File: config.mk
export PLATFORM = sky130hd
export DESIGN_NAME = gbf_result
export DESIGN_NICKNAME = d
export VERILOG_FILES = /design/src/rtl/gbf_pkg.sv /design/src/rtl/gbf_result.sv
export SDC_FILE = /design/constraint.sdc
export NUM_CORES = 1
export LEC_CHECK = 0
export BUFFER_PORTS_ARGS = -buffer_cell sky130_fd_sc_hd__buf_2
export CAP_MARGIN = 20
export CORE_UTILIZATION = 47
export CTS_CLUSTER_DIAMETER = 120
export DETAILED_ROUTE_END_ITERATION = 10
export GPL_TIMING_DRIVEN = 0
export HOLD_SLACK_MARGIN = 0.06
export PLACE_DENSITY_LB_ADDON = 0.25
export SKIP_CTS_REPAIR_TIMING = 1
export SLEW_MARGIN = 0
export SYNTH_ARGS = -nofsm -noshare
export SYNTH_HDL_FRONTEND = slang
export SYNTH_SLANG_ARGS = --single-unit
File: constraint.sdc
create_clock -name clk -period 1.95 [get_ports clk]
set_clock_uncertainty 0.05 [all_clocks]
set_input_delay 0.2925 -clock clk [delete_from_list [all_inputs] [get_ports clk]]
set_output_delay 0.2925 -clock clk [all_outputs]
set_load 0.02 [all_outputs]
File: src/rtl/gbf_pkg.sv
package gbf_pkg;

  // item modes
  localparam logic [1:0] MODE_ADD    = 2'd0;
  localparam logic [1:0] MODE_REMOVE = 2'd1;
  localparam logic [1:0] MODE_CLEAR  = 2'd2;
  localparam logic [1:0] MODE_FIND   = 2'd3;

  // parent code of a search root
  localparam logic [6:0] NO_PARENT = 7'h7f;

  typedef struct packed {
    logic [1:0] mode;
    logic [5:0] end_a;
    logic [5:0] end_b;
  } in_item_t;

  typedef struct packed {
    logic [5:0] bridge_parent;
    logic [5:0] bridge_child;
    logic       is_bridge;
    logic       last;
  } out_item_t;

  // one search frame held on the stack
  typedef struct packed {
    logic [5:0] vtx;
    logic [6:0] idx;
    logic [6:0] low;
    logic [6:0] disc;
    logic [6:0] par;
  } frame_t;

  // request from the search sequencer to the result stage
  typedef struct packed {
    logic       valid;
    logic       fin;
    logic [5:0] parent;
    logic [5:0] child;
  } res_req_t;

endpackage

File: src/rtl/gbf_result.sv
module gbf_result import gbf_pkg::*; (
  input  logic      clk,
  input  logic      rst_n,
  input  res_req_t  req,
  output logic      ready,
  output logic      out_valid,
  input  logic      out_stall,
  output out_item_t out_item
);

  logic      out_valid_r, out_valid_nxt;
  out_item_t out_item_r, out_item_nxt;
  logic      pend_v_r, pend_v_nxt;
  logic [5:0] pend_p_r, pend_p_nxt;
  logic [5:0] pend_c_r, pend_c_nxt;
  logic      out_free;
  logic      load;

  assign out_free = !out_valid_r || !out_stall;
  assign ready    = out_free || (!req.fin && !pend_v_r);

  // one bridge is held back until it is known whether it is the last
  always_comb begin
    load          = 1'b0;
    out_item_nxt  = out_item_r;
    pend_v_nxt    = pend_v_r;
    pend_p_nxt    = pend_p_r;
    pend_c_nxt    = pend_c_r;
    if (req.valid && ready) begin
      if (req.fin) begin
        load       = 1'b1;
        pend_v_nxt = 1'b0;
        if (pend_v_r) begin
          out_item_nxt = '{bridge_parent: pend_p_r, bridge_child: pend_c_r,
                           is_bridge: 1'b1, last: 1'b1};
        end else begin
          out_item_nxt = '{bridge_parent: 6'd0, bridge_child: 6'd0,
                           is_bridge: 1'b0, last: 1'b1};
        end
      end else begin
        if (pend_v_r) begin
          load         = 1'b1;
          out_item_nxt = '{bridge_parent: pend_p_r, bridge_child: pend_c_r,
                           is_bridge: 1'b1, last: 1'b0};
        end
        pend_v_nxt = 1'b1;
        pend_p_nxt = req.parent;
        pend_c_nxt = req.child;
      end
    end
    if (load) begin
      out_valid_nxt = 1'b1;
    end else if (!out_stall) begin
      out_valid_nxt = 1'b0;
    end else begin
      out_valid_nxt = out_valid_r;
    end
  end

  // control registers
  always_ff @(posedge clk) begin
    if (!rst_n) begin
      out_valid_r <= 1'b0;
      pend_v_r    <= 1'b0;
    end else begin
      out_valid_r <= out_valid_nxt;
      pend_v_r    <= pend_v_nxt;
    end
  end

  // payload registers
  always_ff @(posedge clk) begin
    out_item_r <= out_item_nxt;
    pend_p_r   <= pend_p_nxt;
    pend_c_r   <= pend_c_nxt;
  end

  assign out_valid = out_valid_r;
  assign out_item  = out_item_r;

endmodule

# --- Word-level counts from Yosys, hierarchy flattened ---
# Cells that the tools add are included.
totals:
  register_bits: 28
  latch_bits: 0
  ramBits: 0
  romBits: 0
  inputBits: 17
  out_inout_bits: 16
  elab_cells: 30
  memories: 0
classes:
  n_addsub: 0
  n_mul: 0
  n_div: 0
  magnitude_cmp: 0
  n_eq_ne: 1
  n_shift: 0
  n_mux: 9
  n_bitwise: 1
  reduce_logical: 11
op_table:
  columns: ["cell", "count"]
  rows:
  - ["$mux W14", 3]
  - ["$mux W1", 6]
  - ["$logic_not A1 Y1", 4]
  - ["$reduce_and A2 Y1", 2]
  - ["$logic_and A1 B1 Y1", 2]
  - ["$logic_or A1 B1 Y1", 2]
  - ["$ne A2 B1 Y1 const B", 1]
  - ["$reduce_bool A2 Y1", 1]
  - ["$not A1 Y1", 1]

# --- Longest topological paths before layout ---
# Gate-level depths: netlist of run 1.
depth:
  word_depth: 6
  depth_mapped: 3
  depth_no_buf: 2

# --- Worst setup path before layout of run 1 ---
# No wires, ideal clock.
synth_timing:
  path_type: "register -> register"
  startpoint: "reg pend_v_r"
  endpoint: "reg out_item_r (netlist bit out_item[0]) (enable)"
  setup_time_ps: 390
  arrival_ps: 1204
  required_time_ps: 1510
  slack_ps: 306
  stages_incl_launch_ff: 3
  period_less_slack_ps: 1644
  path_cell_list: "dfxtp_1 o21ai_0 a21oi_1"
synth_via:
  elab_chain_len: 5
synth_rtl:
  columns: ["element", "line", "source"]
  rows:
  - ["from (decl)", "gbf_result.sv:13", "logic pend_v_r, pend_v_nxt;"]
  - ["from (signal assigned)", "gbf_result.sv:67", "pend_v_r <= pend_v_nxt;"]
  - ["$logic_not A1 Y1", "gbf_result.sv:20", "assign ready = out_free || (!req.fin && !pend_v_r);"]
  - ["$logic_and A1 B1 Y1", "gbf_result.sv:20", null]
  - ["$logic_or A1 B1 Y1", "gbf_result.sv:20", null]
  - ["$logic_and A1 B1 Y1", "gbf_result.sv:29", "if (req.valid && ready) begin"]
  - ["$reduce_and A2 Y1 (no line) (*)", null, null]
  - ["to (signal assigned)", "gbf_result.sv:73", "out_item_r <= out_item_nxt;"]
  - ["to (decl)", "gbf_result.sv:12", "out_item_t out_item_r, out_item_nxt;"]
# Mark *: on every way between the ends. The rest lies on a longest branch, timed or not.
# A chain may end at the register's enable or synchronous reset.

# --- Final worst setup path of run 1 ---
layout_timing:
  startpoint: "reg out_valid_r, in the netlist out_valid"
  endpoint: "reg pend_p_r[1] (enable)"
layout_via:
  elab_chain_len: 5
layout_rtl:
  columns: ["element", "line", "source"]
  rows:
  - ["from (decl)", "gbf_result.sv:11", "logic out_valid_r, out_valid_nxt;"]
  - ["from (signal assigned)", "gbf_result.sv:66", "out_valid_r <= out_valid_nxt;"]
  - ["$logic_not A1 Y1", "gbf_result.sv:19", "assign out_free = !out_valid_r || !out_stall;"]
  - ["$logic_or A1 B1 Y1", "gbf_result.sv:19", null]
  - ["$logic_or A1 B1 Y1", "gbf_result.sv:20", null]
  - ["$logic_and A1 B1 Y1", "gbf_result.sv:29", null]
  - ["$reduce_and A2 Y1 (no line)", null, null]
  - ["to (signal assigned)", "gbf_result.sv:74", "pend_p_r <= pend_p_nxt;"]
  - ["to (decl)", "gbf_result.sv:14", "logic [5:0] pend_p_r, pend_p_nxt;"]
# Every way passes these cells.

==> impl_results.md, run 1 <==
- Leakage power: 0.474 nW
- CORE AREA: 1960 µm²
- Drt total wl: 1400 µm
- Register area: 821 µm²
- Detail Route Antenna Nets: 0
- CP startpoint: out_valid
- Worst R2R Start: out_valid
- Worst path slowest cell: nor2b_1
- FF-to-FF setup slack: 0.28 ns
- Grt ovf: 0
- Crit Path Max Fanout: 12
- Post-synthesis sequential area ratio: 83.6%
- Final setup viols: 0
- Count leader, synth: edfxtp_1
- Ys async rst share: 0%
- Slew headroom: 34.0%
- Fin Setup TNS: 0 ns
- Area leader, netlist: edfxtp_1
- Setup crit start kind: register
- Power density over the cells: 850 nW/µm²
- Vert. Die Dim: 47.7 µm
- Rows: 16
- Worst path cell trace: nand3_1 -> nor2b_1
- Syn Nets: 70
- Clock root cell: clkbuf_4
- Vias per std cell: 4.57
- Multi-input logic area: 146 µm²
- Max Cap Viol: 0
- Avg Cell Area, Syn: 18.5 µm²
- Unique cell type count in the Yosys netlist: 15
- Hold wc startpoint: req[9]
- Via count: 535
- Top_reg_cell synth: edfxtp_1
- Hold EP: pend_p_r[3]
- Fin crit share: 85.9%
- Syn Std Cell Area: 982 µm²
- Worst vdd ir: 0.510 mV
- Nets: 108
- Ys Warns: 0
- Ports: 33
- Wirelength per Cell: 12.0 µm
- Status: finished clean
- Placed cell count: 113
- Fmax: 597 MHz
- RR Endpoint: pend_p_r[1]
- Hold Crit Depth: 1
- Area contributors post-synth: edfxtp_1, and2_1, dfxtp_1, nand2b_4, buf_6
- Seq cells post-synth: 28
- R2R cell count: 2
- Total GRT Usage: 13.8%
- Pin count of the biggest net entering global routing: 16
- Initial antenna violation count: 0
- Largest stage delay on the critical path: 0.79 ns
- Post-synth top area share: 79.5%
- Synthesis-to-layout area growth: 23.2%
- CTS H-Tree Depth: 1
- Synth Instances: 53
- Starting density of the core: 50.1%
- Number of inserted diodes: 0
- RSZ-0062 raised after global routing: no
- Commonest cells in the netlist: edfxtp_1, and2_1, a21oi_1, dfxtp_1
- CTS tree: yes
- Num CTS Buffers: 3
- EDFF count, synth: 26
- Worst Max-Slew Pin Slew: 0.988 ns
- Clock Path Buffers: 2
- Number of fill cells: 166
- Hold_ws: 0.0908 ns
- Crit end category: register
- Layout Cells excl Fill: 117
- Clock sink count: 28
- Routability cong.: 0.655
- Layout cells sized above 1: 42.2%
- Endpoints failing hold: 0
- Worst-Skew Late Latency: 0.31 ns
- DRC errors left: 0
- Arr. time, crit path: 1.57 ns
- Critical path required time: 1.85 ns
- Drt first-iter violations: 3
- Vias in the first global route: 438
- CTS clk-pin slew, worst paths: 0.14 ns
- Count of pins over their slew limit: 0
- Worst min path class: in2reg
- Die area: 2280 µm²
- First-pass GRT wire length: 2000 µm
- Die width: 47.7 µm
- Buffers on Ports: 32
- Post-route minimum period: 1.67 ns
- Initial DRT Pass Iterations: 2
- CP Class: reg2reg
## sequential cells by signal (all words and copies together) (netlist names)
register	cells
out_valid	1
pend_c_r	6
out_item	14
pend_p_r	6
pend_v_r	1
## metrics by stage
step	total power, mW	instance area, µm²	setup WS, ns	util (%)
global placement	0.806	1180	-0.0289	59.9
global route	1.08	1210	0.155	61.7
CTS	1.04	1210	0.232	61.7
finish	1.03	1210	0.275	61.7
floorplan	0.768	982	0.306	-
detailed placement	0.813	1180	0.0902	60.3
## how the worst max path moves through the flow
stage	end	slack, ns	cells after the start
detailed placement	pend_c_r[3]	0.09	3
global route	pend_p_r[1]	0.16	2
floorplan	out_item[0]	0.31	2
CTS	pend_c_r[1]	0.23	2
finish	pend_p_r[1]	0.28	2
global placement	out_item[5]	-0.03	3
## report_power, final
part	internal, mW	switching (mW)	leakage, nW
logic	0.0396	0.0580	0.195
clock network	0.0798	0.152	0.0150
registers	0.692	0.00799	0.264
## logic make-up (layout without fill, tap and decap cells)
kind of cell / Yosys count / in the layout / synth area share [%]
AO/OA/AOI/OAI: 5 / 5 / 2.93
buffers and inverters: 2 / 39 / 1.53
flip-flops: 28 / 28 / 83.6
AND/OR/NAND/NOR: 18 / 18 / 12.0
## layer usage
layer  vias up  track usage, %  share of wire [%]
met5         -               0                  0
met4         0            8.33               0.86
met3         2            3.77                5.5
met2        19            21.9                 51
met1       247            17.0                 42
li1        267               -                  -
## layout by cell type, fill, tap and decap left out, drive strengths merged
cell    count
o211ai      1
a21oi       2
and2       12
dfxtp       2
edfxtp     26
nand2       1
clkbuf      4
nand2b      2
nor2b       1
o21ai       1
a31oi       1
or2b        1
nand3       1
buf        34
inv         1
## final cells by class
type,count,area share (%)
multi-input combinational,23,12.1
tap,27,2.79
inverter,1,0.310
buffer,1,0.931
sequential,28,67.8
clock buffer,4,2.17
timing repair buffer,33,13.9
## worst max-delay path, delay by kind of cell (launching register included)
family / cells / cell delay, ns
AND/OR/NAND/NOR: 2 / 0.90
flip-flops: 1 / 0.37
No activity file was read; power rests on OpenSTA's default activity.
==> run 2: changes to the inputs <==
Settings changed: CELL_PAD_IN_SITES_DETAIL_PLACEMENT set to 0, CELL_PAD_IN_SITES_GLOBAL_PLACEMENT set to 1, CORE_UTILIZATION 47 to 39, SETUP_SLACK_MARGIN set to 0.02.
==> impl_results.md, run 2 (synthesized netlist as in run 1, its figures left out) <==
- Synthesis-to-layout area growth: 27.0%
- DRC errors left: 0
- Worst Max-Slew Pin Slew: 1.03 ns
- Switching power share of the total: 19.3%
- Ports: 33
- Combinational power share: 8.4%
- Pin count of the biggest net entering global routing: 17
- Crit path max-delay family: simple AND/OR/NAND/NOR gates
- Commonest non-fill, non-tap cell in the layout: buf_2
- Crit Path Max Fanout: 12
- Max Cap Viol: 0
- Clock Path Buffers: 2
- Seq pwr share: 60.1%
- Crit end category: register
- Fin crit share: 87.0%
- Vias in the first global route: 432
- Setup crit start kind: register
- CTS H-Tree Depth: 1
- Commonest non-fill, non-tap cells in the layout: buf_2, edfxtp_1, and2_1
- Die area: 2720 µm²
- Grt ovf: 0
- Worst-Skew Late Latency: 0.31 ns
- CTS tree: yes
- Leakage power: 0.491 nW
- Drt total wl: 1350 µm
- Via count: 518
- Fin Setup TNS: 0 ns
- Fmax: 590 MHz
- Status: finished clean
- RSZ-0062 raised after global routing: no
- CP Class: reg2reg
- Drt first-iter violations: 4
- Endpoints failing hold: 0
- Int Pwr: 0.940 mW
- Hpwl dp: 956 µm
- Starting density of the core: 42.8%
- Detail Route Antenna Nets: 0
- Vert. Die Dim: 52.2 µm
- Routability cong.: 0.657
- Buf+Inv Stages, Crit Path: 0
- Largest stage delay on the critical path: 0.82 ns
- Power density over the cells: 933 nW/µm²
- Initial antenna violation count: 0
- Buffers on Ports: 32
- Critical path required time: 1.85 ns
- Worst path slowest cell: nor2b_1
- Rows: 17
- Psw: 0.224 mW
- Num CTS Buffers: 3
- First-pass GRT wire length: 1990 µm
- CTS clk-pin slew, worst paths: 0.15 ns
- CORE AREA: 2300 µm²
- Worst min path class: in2reg
- Clock root cell: clkbuf_4
- Clock power share: 31.5%
- Count of pins over their slew limit: 0
- Slew headroom: 31.2%
- Worst path cell trace: nand3_1 -> nor2b_1
- Pwr Total: 1.16 mW
- Vias per std cell: 4.35
- Post-route minimum period: 1.70 ns
- Die width: 52.2 µm
- Layout cells sized above 1: 42.9%
- Clock sink count: 28
- Nets: 109
- Final setup viols: 0
- Total GRT Usage: 10.9%
- Initial DRT Pass Iterations: 4
- Max reg flops: 14
- Arr. time, crit path: 1.60 ns
- Wirelength per Cell: 11.3 µm
- Number of inserted diodes: 0
- Worst vdd ir: 0.520 mV
run 2: power groups by stage:
stage | logic [mW] | clock network, mW | registers, mW
2_1_floorplan | 0.0325 | 0 | 0.736
3_3_place_gp | 0.0944 | 0 | 0.713
3_5_place_dp | 0.0990 | 0 | 0.713
4_1_cts | 0.0993 | 0.383 | 0.700
5_1_grt | 0.108 | 0.399 | 0.702
6_report | 0.0984 | 0.367 | 0.699
run 2: area by class of cell:
| cell class | instances | area, µm² |
|---|---|---|
| clock inverter | 1 | 30.0 |
| multi-input combinational | 23 | 146 |
| clock buffer | 3 | 22.5 |
| fill | 200 | 1050 |
| sequential | 28 | 821 |
| buffer | 1 | 11.3 |
| timing repair buffer | 34 | 178 |
| tap | 28 | 35.0 |
| inverter | 1 | 3.75 |
run 2: worst register-to-register path, delay by kind of cell (launching register included):
family | cells | cell delay, ns
flops | 1 | 0.37
simple gates | 2 | 0.92
run 2: worst paths after layout:
kind	slack [ns]	cells after the start	endpoint	start
max	0.25	2	pend_p_r[1]	out_valid
min	0.09	1	pend_p_r[0]	req[6]
max reg2reg	0.25	2	pend_p_r[1]	out_valid
min reg2reg	0.46	2	out_valid	out_valid
run 2: per-stage QoR:
step | hold slack [ns] | std cells | setup slack, ns | util [%] | instance area (µm²)
3_3_place_gp | 0.420 | 113 | -0.0844 | 51.3 | 1180
2_1_floorplan | 0.341 | 53 | 0.306 | - | 982
4_1_cts | 0.0728 | 118 | 0.184 | 53.9 | 1240
6_report | 0.0880 | 119 | 0.254 | 54.3 | 1250
3_5_place_dp | 0.421 | 114 | 0.0424 | 51.6 | 1180
5_1_grt | 0.0605 | 119 | 0.120 | 54.3 | 1250
run 2: layer usage:
layer | share of wire [%] | vias up | global-route usage, %
met5 | 0 | - | 0
met4 | 2.0 | 0 | 9.21
met3 | 5.0 | 2 | 1.74
met2 | 53 | 19 | 17.1
met1 | 40 | 228 | 13.1
li1 | - | 269 | -
